File: src/design/sed_pkg.sv
`timescale 1ns / 1ps
// Shared types and codes for the string escape decoder.
// No dependencies; imported by string_escape_decoder.
package sed_pkg;

    localparam int POS_OUT_W = 16;

    localparam logic [1:0] KIND_BYTE  = 2'd0;
    localparam logic [1:0] KIND_DONE  = 2'd1;
    localparam logic [1:0] KIND_ERROR = 2'd2;

    localparam logic [1:0] ERR_BAD_BYTE   = 2'd0;
    localparam logic [1:0] ERR_BAD_ESCAPE = 2'd1;
    localparam logic [1:0] ERR_END_OF_DATA = 2'd2;

    localparam logic [1:0] RADIX_DEC = 2'd0;
    localparam logic [1:0] RADIX_OCT = 2'd1;
    localparam logic [1:0] RADIX_HEX = 2'd2;
    localparam logic [1:0] RADIX_BIN = 2'd3;

    localparam logic [7:0] DELIM_RESET = 8'd34;
    localparam logic [7:0] CH_BACKSLASH = 8'h5C;
    localparam logic [7:0] CH_SPACE     = 8'h20;
    localparam logic [7:0] CH_DEL       = 8'h7F;
    localparam logic [7:0] CH_ZERO      = 8'h30;
    localparam logic [7:0] CH_UPPER_A   = 8'h41;
    localparam logic [7:0] CH_LOWER_A   = 8'h61;
    localparam logic [7:0] LETTER_COUNT = 8'd26;

    typedef struct packed {
        logic [1:0]           kind;
        logic [7:0]           value;
        logic [1:0]           error_code;
        logic [POS_OUT_W-1:0] position;
        logic                 last;
    } result_t;

    // Radix and digit limit of each numeric escape form.
    function automatic logic [4:0] radix_of(input logic [1:0] sel);
        logic [4:0] r;
        case (sel)
            RADIX_DEC: r = 5'd10;
            RADIX_OCT: r = 5'd8;
            RADIX_HEX: r = 5'd16;
            default:   r = 5'd2;
        endcase
        return r;
    endfunction

    function automatic logic [2:0] limit_of(input logic [1:0] sel);
        logic [2:0] l;
        case (sel)
            RADIX_DEC: l = 3'd3;
            RADIX_OCT: l = 3'd3;
            RADIX_HEX: l = 3'd2;
            default:   l = 3'd7;
        endcase
        return l;
    endfunction

    // Returns {valid, digit}; letters of either case count from ten.
    function automatic logic [6:0] digit_of(input logic [7:0] c);
        logic [7:0] d;
        logic       ok;
        ok = 1'b1;
        if (c >= CH_ZERO && c < CH_ZERO + 8'd10) begin
            d = c - CH_ZERO;
        end
        else if (c >= CH_UPPER_A && c < CH_UPPER_A + LETTER_COUNT) begin
            d = c - CH_UPPER_A + 8'd10;
        end
        else if (c >= CH_LOWER_A && c < CH_LOWER_A + LETTER_COUNT) begin
            d = c - CH_LOWER_A + 8'd10;
        end
        else begin
            d  = 8'd0;
            ok = 1'b0;
        end
        return {ok, d[5:0]};
    endfunction

endpackage

File: src/design/string_escape_decoder.sv
`timescale 1ns / 1ps
// Top level of the string escape decoder: decode logic and result queue.
// Depends on sed_pkg.
//
// Usage
//   Input channel (in_valid/in_ready) carries one raw byte per transfer with
//   start_req and no_more flags. Output channel (out_valid/out_ready) carries
//   one result per transfer; an input byte yields zero, one or two results,
//   and last marks the final one of each byte.
//   The configuration channel (cfg_valid/cfg_ready/cfg_data) writes the
//   delimiter byte and is always ready; write it only while the block is idle.
//   Results are registered in the queue before the output. Bytes are
//   decoded combinationally, so an input transfer can be taken every cycle
//   while in_ready is high; the output port sets the sustained rate, one result
//   per cycle while out_ready is high, so two results take two transfers.
//   Results wait in a three-entry queue; input is accepted while it holds at
//   most one result, so a stalled receiver holds off the sender after that.
//   Reset empties the queue, puts the decoder in the idle state (no results
//   until a byte with start_req) and sets the delimiter to the double quote.
module string_escape_decoder #(
    parameter int POS_WIDTH = 16
) (
    input  logic                         clk,
    input  logic                         rst_n,
    input  logic                         cfg_valid,
    output logic                         cfg_ready,
    input  logic [7:0]                   cfg_data,
    input  logic                         in_valid,
    output logic                         in_ready,
    input  logic                         start_req,
    input  logic                         no_more,
    input  logic [7:0]                   byte_req,
    output logic                         out_valid,
    input  logic                         out_ready,
    output logic [1:0]                   kind,
    output logic [7:0]                   value,
    output logic [1:0]                   error_code,
    output logic [sed_pkg::POS_OUT_W-1:0] position,
    output logic                         last
);
    import sed_pkg::*;

    localparam logic [2:0] PH_IDLE = 3'd0;
    localparam logic [2:0] PH_BODY = 3'd1;
    localparam logic [2:0] PH_ESC  = 3'd2;
    localparam logic [2:0] PH_NUM  = 3'd3;
    localparam logic [2:0] PH_DONE = 3'd4;
    localparam logic [2:0] PH_FAIL = 3'd5;

    localparam logic [POS_WIDTH-1:0] POS_MAX = {POS_WIDTH{1'b1}};

    logic [7:0]           delim_reg;
    logic [2:0]           phase_reg,  phase_next;
    logic [1:0]           radix_reg,  radix_next;
    logic [2:0]           cnt_reg,    cnt_next;
    logic [9:0]           acc_reg,    acc_next;
    logic [POS_WIDTH-1:0] esc_pos_reg, esc_pos_next;
    logic [POS_WIDTH-1:0] byte_pos_reg, byte_pos_next;

    result_t              q_reg [3];
    result_t              q_next [3];
    logic [1:0]           q_cnt_reg, q_cnt_next;

    logic                 push;
    logic                 pop;
    logic [1:0]           base;
    result_t              res0, res1;
    logic [1:0]           res_n;

    function automatic logic [POS_WIDTH-1:0] pos_inc(input logic [POS_WIDTH-1:0] p);
        return (p == POS_MAX) ? p : p + 1'b1;
    endfunction

    function automatic result_t make_res(input logic [1:0] k, input logic [7:0] v,
                                         input logic [1:0] code,
                                         input logic [POS_WIDTH-1:0] p);
        result_t r;
        r.kind       = k;
        r.value      = v;
        r.error_code = code;
        r.position   = POS_OUT_W'(p);
        r.last       = 1'b0;
        return r;
    endfunction

    assign cfg_ready = 1'b1;
    assign in_ready  = (q_cnt_reg <= 2'd1);
    assign out_valid = (q_cnt_reg != 2'd0);
    assign push      = in_valid && in_ready;
    assign pop       = out_valid && out_ready;

    assign kind       = q_reg[0].kind;
    assign value      = q_reg[0].value;
    assign error_code = q_reg[0].error_code;
    assign position   = q_reg[0].position;
    assign last       = q_reg[0].last;

    // Decode of one byte against the current state.
    always_comb
    begin
        logic [2:0]           ph;
        logic [1:0]           rsel;
        logic [2:0]           cnt;
        logic [9:0]           acc;
        logic [POS_WIDTH-1:0] esp;
        logic [POS_WIDTH-1:0] bpos;
        logic [6:0]           dig;
        logic                 d_ok;
        logic [4:0]           radix;
        logic [14:0]          prod;
        logic [9:0]           acc_new;
        logic [2:0]           cnt_new;
        logic                 body_has;
        result_t              body_res;
        logic [2:0]           body_phase;
        logic [7:0]           esc_val;
        logic                 esc_simple;

        ph   = start_req ? PH_BODY : phase_reg;
        rsel = start_req ? RADIX_DEC : radix_reg;
        cnt  = start_req ? 3'd0 : cnt_reg;
        acc  = start_req ? 10'd0 : acc_reg;
        esp  = start_req ? '0 : esc_pos_reg;
        bpos = start_req ? '0 : byte_pos_reg;

        dig     = digit_of(byte_req);
        radix   = radix_of(rsel);
        d_ok    = dig[6] && ({1'b0, dig[5:0]} < {2'b00, radix});
        prod    = {5'd0, acc} * {10'd0, radix};
        acc_new = 10'(prod[9:0] + {4'd0, dig[5:0]});
        cnt_new = cnt + 3'd1;

        // Handling of a byte in the string body.
        body_has   = 1'b1;
        body_res   = make_res(KIND_BYTE, byte_req, ERR_BAD_BYTE, '0);
        body_phase = PH_BODY;
        if (byte_req == delim_reg) begin
            body_res   = make_res(KIND_DONE, 8'd0, ERR_BAD_BYTE, bpos);
            body_phase = PH_DONE;
        end
        else if (byte_req == CH_BACKSLASH) begin
            body_has   = 1'b0;
            body_phase = PH_ESC;
        end
        else if (!(byte_req >= CH_SPACE && byte_req <= CH_DEL)) begin
            body_res   = make_res(KIND_ERROR, 8'd0, ERR_BAD_BYTE, bpos);
            body_phase = PH_FAIL;
        end

        esc_simple = 1'b1;
        case (byte_req)
            8'h61:   esc_val = 8'd7;
            8'h62:   esc_val = 8'd8;
            8'h66:   esc_val = 8'd12;
            8'h6E:   esc_val = 8'd10;
            8'h72:   esc_val = 8'd13;
            8'h74:   esc_val = 8'd9;
            8'h76:   esc_val = 8'd11;
            8'h5C, 8'h27, 8'h22, 8'h60: esc_val = byte_req;
            default:
            begin
                esc_val    = 8'd0;
                esc_simple = 1'b0;
            end
        endcase

        phase_next    = ph;
        radix_next    = rsel;
        cnt_next      = cnt;
        acc_next      = acc;
        esc_pos_next  = esp;
        byte_pos_next = (no_more) ? bpos : pos_inc(bpos);
        res0  = make_res(KIND_BYTE, 8'd0, ERR_BAD_BYTE, '0);
        res1  = res0;
        res_n = 2'd0;

        if (!(ph == PH_BODY || ph == PH_ESC || ph == PH_NUM)) begin
            byte_pos_next = bpos;
        end
        else if (no_more) begin
            phase_next = PH_FAIL;
            res_n      = 2'd1;
            if (ph == PH_NUM && (cnt == 3'd0 || acc[9:8] != 2'b00)) begin
                res0 = make_res(KIND_ERROR, 8'd0, ERR_BAD_ESCAPE, esp);
            end
            else if (ph == PH_NUM) begin
                res0  = make_res(KIND_BYTE, acc[7:0], ERR_BAD_BYTE, '0);
                res1  = make_res(KIND_ERROR, 8'd0, ERR_END_OF_DATA, bpos);
                res_n = 2'd2;
            end
            else begin
                res0 = make_res(KIND_ERROR, 8'd0, ERR_END_OF_DATA, bpos);
            end
        end
        else if (ph == PH_BODY) begin
            phase_next = body_phase;
            res0       = body_res;
            res_n      = {1'b0, body_has};
        end
        else if (ph == PH_ESC) begin
            if (esc_simple) begin
                phase_next = PH_BODY;
                res0       = make_res(KIND_BYTE, esc_val, ERR_BAD_BYTE, '0);
                res_n      = 2'd1;
            end
            else if (byte_req == 8'h6F || byte_req == 8'h78 || byte_req == 8'h42) begin
                phase_next   = PH_NUM;
                radix_next   = (byte_req == 8'h6F) ? RADIX_OCT :
                               (byte_req == 8'h78) ? RADIX_HEX : RADIX_BIN;
                acc_next     = 10'd0;
                cnt_next     = 3'd0;
                esc_pos_next = pos_inc(bpos);
            end
            else if (dig[6] && dig[5:0] < 6'd10) begin
                phase_next   = PH_NUM;
                radix_next   = RADIX_DEC;
                acc_next     = {4'd0, dig[5:0]};
                cnt_next     = 3'd1;
                esc_pos_next = bpos;
            end
            else begin
                phase_next = PH_FAIL;
                res0       = make_res(KIND_ERROR, 8'd0, ERR_BAD_ESCAPE, bpos);
                res_n      = 2'd1;
            end
        end
        else begin
            // Numeric escape in progress.
            if (d_ok) begin
                acc_next = acc_new;
                cnt_next = cnt_new;
                if (cnt_new >= limit_of(rsel)) begin
                    res_n = 2'd1;
                    if (acc_new[9:8] != 2'b00) begin
                        phase_next = PH_FAIL;
                        res0 = make_res(KIND_ERROR, 8'd0, ERR_BAD_ESCAPE, esp);
                    end
                    else begin
                        phase_next = PH_BODY;
                        res0 = make_res(KIND_BYTE, acc_new[7:0], ERR_BAD_BYTE, '0);
                    end
                end
            end
            else if (cnt == 3'd0 || acc[9:8] != 2'b00) begin
                phase_next = PH_FAIL;
                res0       = make_res(KIND_ERROR, 8'd0, ERR_BAD_ESCAPE, esp);
                res_n      = 2'd1;
            end
            else begin
                // The escape closes and the ending byte is decoded as body.
                phase_next = body_phase;
                res0       = make_res(KIND_BYTE, acc[7:0], ERR_BAD_BYTE, '0);
                res1       = body_res;
                res_n      = body_has ? 2'd2 : 2'd1;
            end
        end

        if (res_n == 2'd1) begin
            res0.last = 1'b1;
        end
        if (res_n == 2'd2) begin
            res1.last = 1'b1;
        end
    end

    // Result queue: the head is always entry zero.
    always_comb
    begin
        q_next     = q_reg;
        base       = q_cnt_reg - {1'b0, pop};
        q_cnt_next = base;
        if (pop) begin
            q_next[0] = q_reg[1];
            q_next[1] = q_reg[2];
        end
        if (push && res_n != 2'd0) begin
            q_next[base] = res0;
            q_cnt_next   = base + 2'd1;
            if (res_n == 2'd2) begin
                q_next[base + 2'd1] = res1;
                q_cnt_next          = base + 2'd2;
            end
        end
    end

    always_ff @(posedge clk or negedge rst_n)
    begin
        if (!rst_n) begin
            delim_reg    <= DELIM_RESET;
            phase_reg    <= PH_IDLE;
            radix_reg    <= RADIX_DEC;
            cnt_reg      <= 3'd0;
            acc_reg      <= 10'd0;
            esc_pos_reg  <= '0;
            byte_pos_reg <= '0;
            q_cnt_reg    <= 2'd0;
        end
        else begin
            if (cfg_valid && cfg_ready) begin
                delim_reg <= cfg_data;
            end
            if (push) begin
                phase_reg    <= phase_next;
                radix_reg    <= radix_next;
                cnt_reg      <= cnt_next;
                acc_reg      <= acc_next;
                esc_pos_reg  <= esc_pos_next;
                byte_pos_reg <= byte_pos_next;
            end
            q_cnt_reg <= q_cnt_next;
        end
    end

    always_ff @(posedge clk)
    begin
        q_reg <= q_next;
    end

    // A byte taken while no string is open must not queue anything.
    a_idle_silent: assert property (@(posedge clk) disable iff (!rst_n)
        push && !start_req &&
        (phase_reg == PH_IDLE || phase_reg == PH_DONE || phase_reg == PH_FAIL)
        |=> q_cnt_reg == $past(q_cnt_reg) - {1'b0, $past(pop)})
        else $error("result queued outside an open string");

    // Any error result leaves the decoder failed until the next start.
    a_error_fails: assert property (@(posedge clk) disable iff (!rst_n)
        push && res_n != 2'd0 && res0.kind == KIND_ERROR |=> phase_reg == PH_FAIL)
        else $error("decoder still running after an error");

    // A decoded byte carries neither an error code nor a position.
    a_byte_clean: assert property (@(posedge clk) disable iff (!rst_n)
        out_valid && kind == KIND_BYTE |-> error_code == ERR_BAD_BYTE && position == '0)
        else $error("decoded byte with stray fields");

    // Exactly the final result of a byte is marked last.
    a_last_mark: assert property (@(posedge clk) disable iff (!rst_n)
        push && res_n == 2'd2 |-> !res0.last && res1.last)
        else $error("last marks the wrong result");

endmodule
File: config.mk
export PLATFORM = sky130hd
export DESIGN_NAME = string_escape_decoder
export DESIGN_NICKNAME = d
export VERILOG_FILES = /design/src/design/sed_pkg.sv /design/src/design/string_escape_decoder.sv
export SDC_FILE = /design/constraint.sdc
export NUM_CORES = 1
export LEC_CHECK = 0
export ABC_CLOCK_PERIOD_IN_PS = 13450
export BUFFER_PORTS_ARGS = -buffer_cell sky130_fd_sc_hd__buf_2
export CORE_ASPECT_RATIO = 1.5
export CORE_UTILIZATION = 35
export CTS_CLUSTER_SIZE = 20
export DETAILED_ROUTE_END_ITERATION = 7
export PLACE_DENSITY = 0.61
export SETUP_SLACK_MARGIN = 0.3
export SLEW_MARGIN = 10
export SYNTH_ARGS = -nofsm -noshare
export SYNTH_HDL_FRONTEND = slang
export SYNTH_SLANG_ARGS = --single-unit
File: constraint.sdc
create_clock -name clk -period 13.45 [get_ports clk]
set_input_delay 2.0175 -clock clk [delete_from_list [all_inputs] [get_ports clk]]
set_output_delay 2.0175 -clock clk [all_outputs]
set_load 0.02 [all_outputs]
==> impl_metrics.py <==
metrics = {
    "synth": {
        "synth_warnings": 0,
        "synth_seq_cells": 147,
        "syn-num-nets": 1480,
        "syn-cell-area_sq_um": 11780,
        "ys_types": 103,
        "synthArstFlopShare_pct": 40.82,
        "yosysSeqAreaShare_pct": 30.03,
        "synthFlopType": "dfxtp_1",
        "syn_area_per_cell_sq_um": 8.393,
        "postSynthCellCount": 1403,
        "synth-edff-count": 29,
    },
    "floorplan": {
        "fp.dieH_um": 226.6,
        "design.core.area_sq_um": 32840,
        "dieArea_sq_um": 34390,
        "die_w_um": 151.8,
        "io-pin-count": 55,
        "start_util_pct": 35.86,
        "std_cell_rows": 81,
    },
    "grt": {
        "antenna_found_initial": 1,
        "grt_max_degree": 62,
        "grt_use_total_pct": 22.91,
        "grt_pass1_vias": 10600,
        "grt_overflow": 0,
        "grt_pass1_wl_mm": 60.52,
    },
    "clocking": {
        "cts_root_buf": "clkbuf_16",
        "clk_latency_ps": 450,
        "cts_hold_buffers": 0,
        "ctsLongestPathBuffers": 2,
        "cts_tree": "built",
        "clk_pin_slew_ps": 70,
        "cts.sinks": 147,
        "cts_buffers": 17,
        "cts_max_level": 4,
        "post_cts_buffers": 0,
        "ctsResizeCount": 0,
    },
    "critical_path": {
        "max_stage_delay_ps": 700,
        "path_max_fanout": 47,
        "crit_family": "compound AO/OA/AOI/OAI gates",
        "crit_buf_inv": 6,
        "crit_arrival_ps": 8090,
        "criticalPathCategory": "in2reg",
        "startpoint_type": "primary input",
        "cp_common_cell": "buf_4",
        "crit_path_end_kind": "register",
        "crit_chain": "buf_2, nor2b_1, a21bo_2, o31ai_1, a22oi_1, inv_1, ha_1, nor2b_1, o21ai_0, o211ai_2, a2111oi_4, buf_4, mux2i_1, nand2_1, o21ai_2, buf_4, inv_2, a21oi_2, buf_4, a221oi_1",
        "worst_ep_required_time_ps": 13770,
        "slowest_stage": "a21oi_2",
    },
    "layout": {
        "layoutNonFillerInstCount": 1799,
        "drive_gt1_share_pct": 14.16,
        "antenna_cells": 0,
        "fillers": 3404,
        "areaGrowthSynthToFinish_pct": 7.853,
        "largest_reg_flops": 58,
        "nets": 1448,
    },
    "sta": {
        "setup_violations": 0,
        "finalSetupTns_ps": 0,
        "rsz0062_at_grt": "false",
        "finalHoldViolations": 0,
        "fmax_mhz": 128.6,
        "finalMaxSlewViolations": 0,
        "period_minus_slack_ps": 7773,
        "skew_ps": 9.649,
        "post-route-period-util_pct": 57.79,
        "worst_pin_slew_ps": 1169,
        "slew_headroom_pct": 21.58,
    },
    "run_status": {
        "status": "completed",
    },
    "pwr": {
        "p_switching_mw": 0.9350,
        "combPwrFrac_pct": 46.1,
        "p_leak_nw": 5.070,
        "p_seq_share_pct": 31.7,
        "p_per_area_nw_per_um2": 175.7,
        "ir_drop_mv": 0.1309,
        "internal_power_mw": 1.296,
        "clockPowerShare_pct": 22.1,
        "power_mw": 2.231,
        "switching_share_pct": 41.91,
    },
    "detailed_routing": {
        "drc": 0,
        "viasPerCell": 6.131,
        "route.met3.wl_mm": 2.206,
        "routedWlPerCell_um": 21.49,
        "dr.pass1.iters": 5,
        "wl_mm": 38.67,
        "ant_nets": 0,
        "wl_met1_mm": 15.61,
        "top_layer_used": "met5",
        "wl_met2_mm": 19.04,
        "drtIter0Drc": 928,
        "vias": 11030,
    },
    "place": {
        "routabilityCongestion": 0.9434,
        "post-dp-hpwl_mm": 28.04,
        "place_inst": 1767,
        "port_buffers": 53,
    },
    "hold_path": {
        "hold_class": "reg2reg",
    },
    "flow_run": {
        "maxCapViolations": 0,
    },
}
-- stage by stage --
step	setup WS (ps)	hold WS, ps	instance area, sq um	util [%]
finish	5677	474.6	12700	38.68
global route	5255	503.8	12700	38.68
CTS	5765	472.8	12700	38.68
detailed placement	5306	459.3	12100	36.85
global placement	5357	454.7	12100	36.85
floorplan	5182	440.7	11780	-
-- Yosys cell counts, drive strengths merged (5+ instances only) --
master | count | area share [%]
nand2 | 147 | 4.7
nor2 | 101 | 3.4
o21ai | 100 | 4.3
a21oi | 86 | 3.7
clkbuf | 70 | 2.2
buf | 60 | 3.5
dfrtp | 58 | 12
dfxtp | 58 | 9.9
inv | 58 | 1.8
mux2i | 58 | 4.9
o22ai | 47 | 2.5
ha | 46 | 4.9
nand3 | 34 | 1.4
a221oi | 31 | 3.8
a22oi | 31 | 2.0
nor2b | 31 | 1.6
nor3 | 30 | 1.3
edfxtp | 29 | 7.4
a22o | 25 | 1.9
a31oi | 22 | 1.2
and2 | 20 | 1.1
o31ai | 18 | 1.1
a211oi | 16 | 1.1
xnor2 | 16 | 1.2
and3 | 14 | 0.74
a32oi | 12 | 0.89
a21o | 11 | 0.70
mux2 | 11 | 1.1
nand4 | 11 | 0.58
o211ai | 10 | 0.68
nand2b | 9 | 0.48
xor2 | 9 | 0.67
fa | 8 | 1.4
nand3b | 8 | 0.51
a221o | 5 | 0.43
a311oi | 5 | 0.37
nor4 | 5 | 0.32
o21a | 5 | 0.32
or2 | 5 | 0.27
or3 | 5 | 0.31
-- per-layer routing --
metal | global-route usage [%] | vias up
met2 | 38.52 | 438
met3 | 3.139 | 111
met1 | 27.92 | 5348
met5 | 0 | -
met4 | 12.36 | 2
li1 | - | 5130
-- cell families after synthesis --
group | share of synthesized area (%)
buffers and inverters | 7.576
adder cells (fa/ha/maj) | 6.248
flip-flops | 30.03
AND/OR/NAND/NOR | 18.67
AO/OA/AOI/OAI | 29.41
XOR/XNOR | 2.051
other | 0.03185
multiplexers | 5.982
-- path summary, 6_finish.rpt --
kind | to | slack, ps | cells after the start | from
hold / removal | esc_pos_reg[13] | 470 | 2 | esc_pos_reg[13]
setup / recovery | q_reg[30] | 5680 | 20 | byte_req[6]
setup reg to reg | q_reg[19] | 7570 | 18 | radix_reg[1]
max in group asynchronous | byte_pos_reg[2] | 11080 | 2 | rst_n
hold reg to reg | esc_pos_reg[13] | 470 | 2 | esc_pos_reg[13]
min in group asynchronous | acc_reg[2] | 1740 | 2 | rst_n
-- layout make-up --
class | count | area [sq um] | area share (%)
tap | 415 | 519.2 | 4.089
inverter | 59 | 221.5 | 1.744
multi-input combinational | 1067 | 7365 | 57.99
clock buffer | 21 | 470.5 | 3.704
sequential | 147 | 3536 | 27.84
clock inverter | 11 | 127.6 | 1.005
timing repair buffer | 79 | 460.4 | 3.626
-- worst reg2reg max path, delay by kind of cell (launching register included) --
kind | cells | cell delay, ps
fa+ha+maj | 5 | 2090
simple gates | 4 | 1390
compound gates | 5 | 1200
flops | 1 | 500
xor+xnor | 1 | 320
mux | 1 | 140
buf+inv | 2 | 90
-- cell usage in the layout, fill, tap and decap left out, types with 12 or more instances in the layout --
cell	n
a31oi_1	22
a22oi_1	31
a21oi_1	85
o22ai_1	47
ha_1	46
nand2_1	145
xnor2_1	16
nor2b_1	30
and2_1	18
and3_1	14
buf_2	53
dfrtp_1	58
mux2i_1	58
buf_4	26
edfxtp_1	29
inv_1	56
clkbuf_16	17
o21ai_0	93
nand3_1	34
nor2_1	97
a221oi_2	28
a32oi_1	12
o31ai_1	18
nor3_1	29
a211oi_1	15
dfxtp_1	58
a22o_1	25
-- power groups by stage --
stage | combinational [mW] | sequential, mW | clock, mW
final | 1.03 | 0.708 | 0.494
after global routing | 1.12 | 0.722 | 0.517
after CTS | 1.02 | 0.708 | 0.500
after detailed placement | 1.02 | 0.715 | 0
after global placement | 1.00 | 0.710 | 0
after floorplan | 0.818 | 0.683 | 0
(Power assumes the default switching activity.)
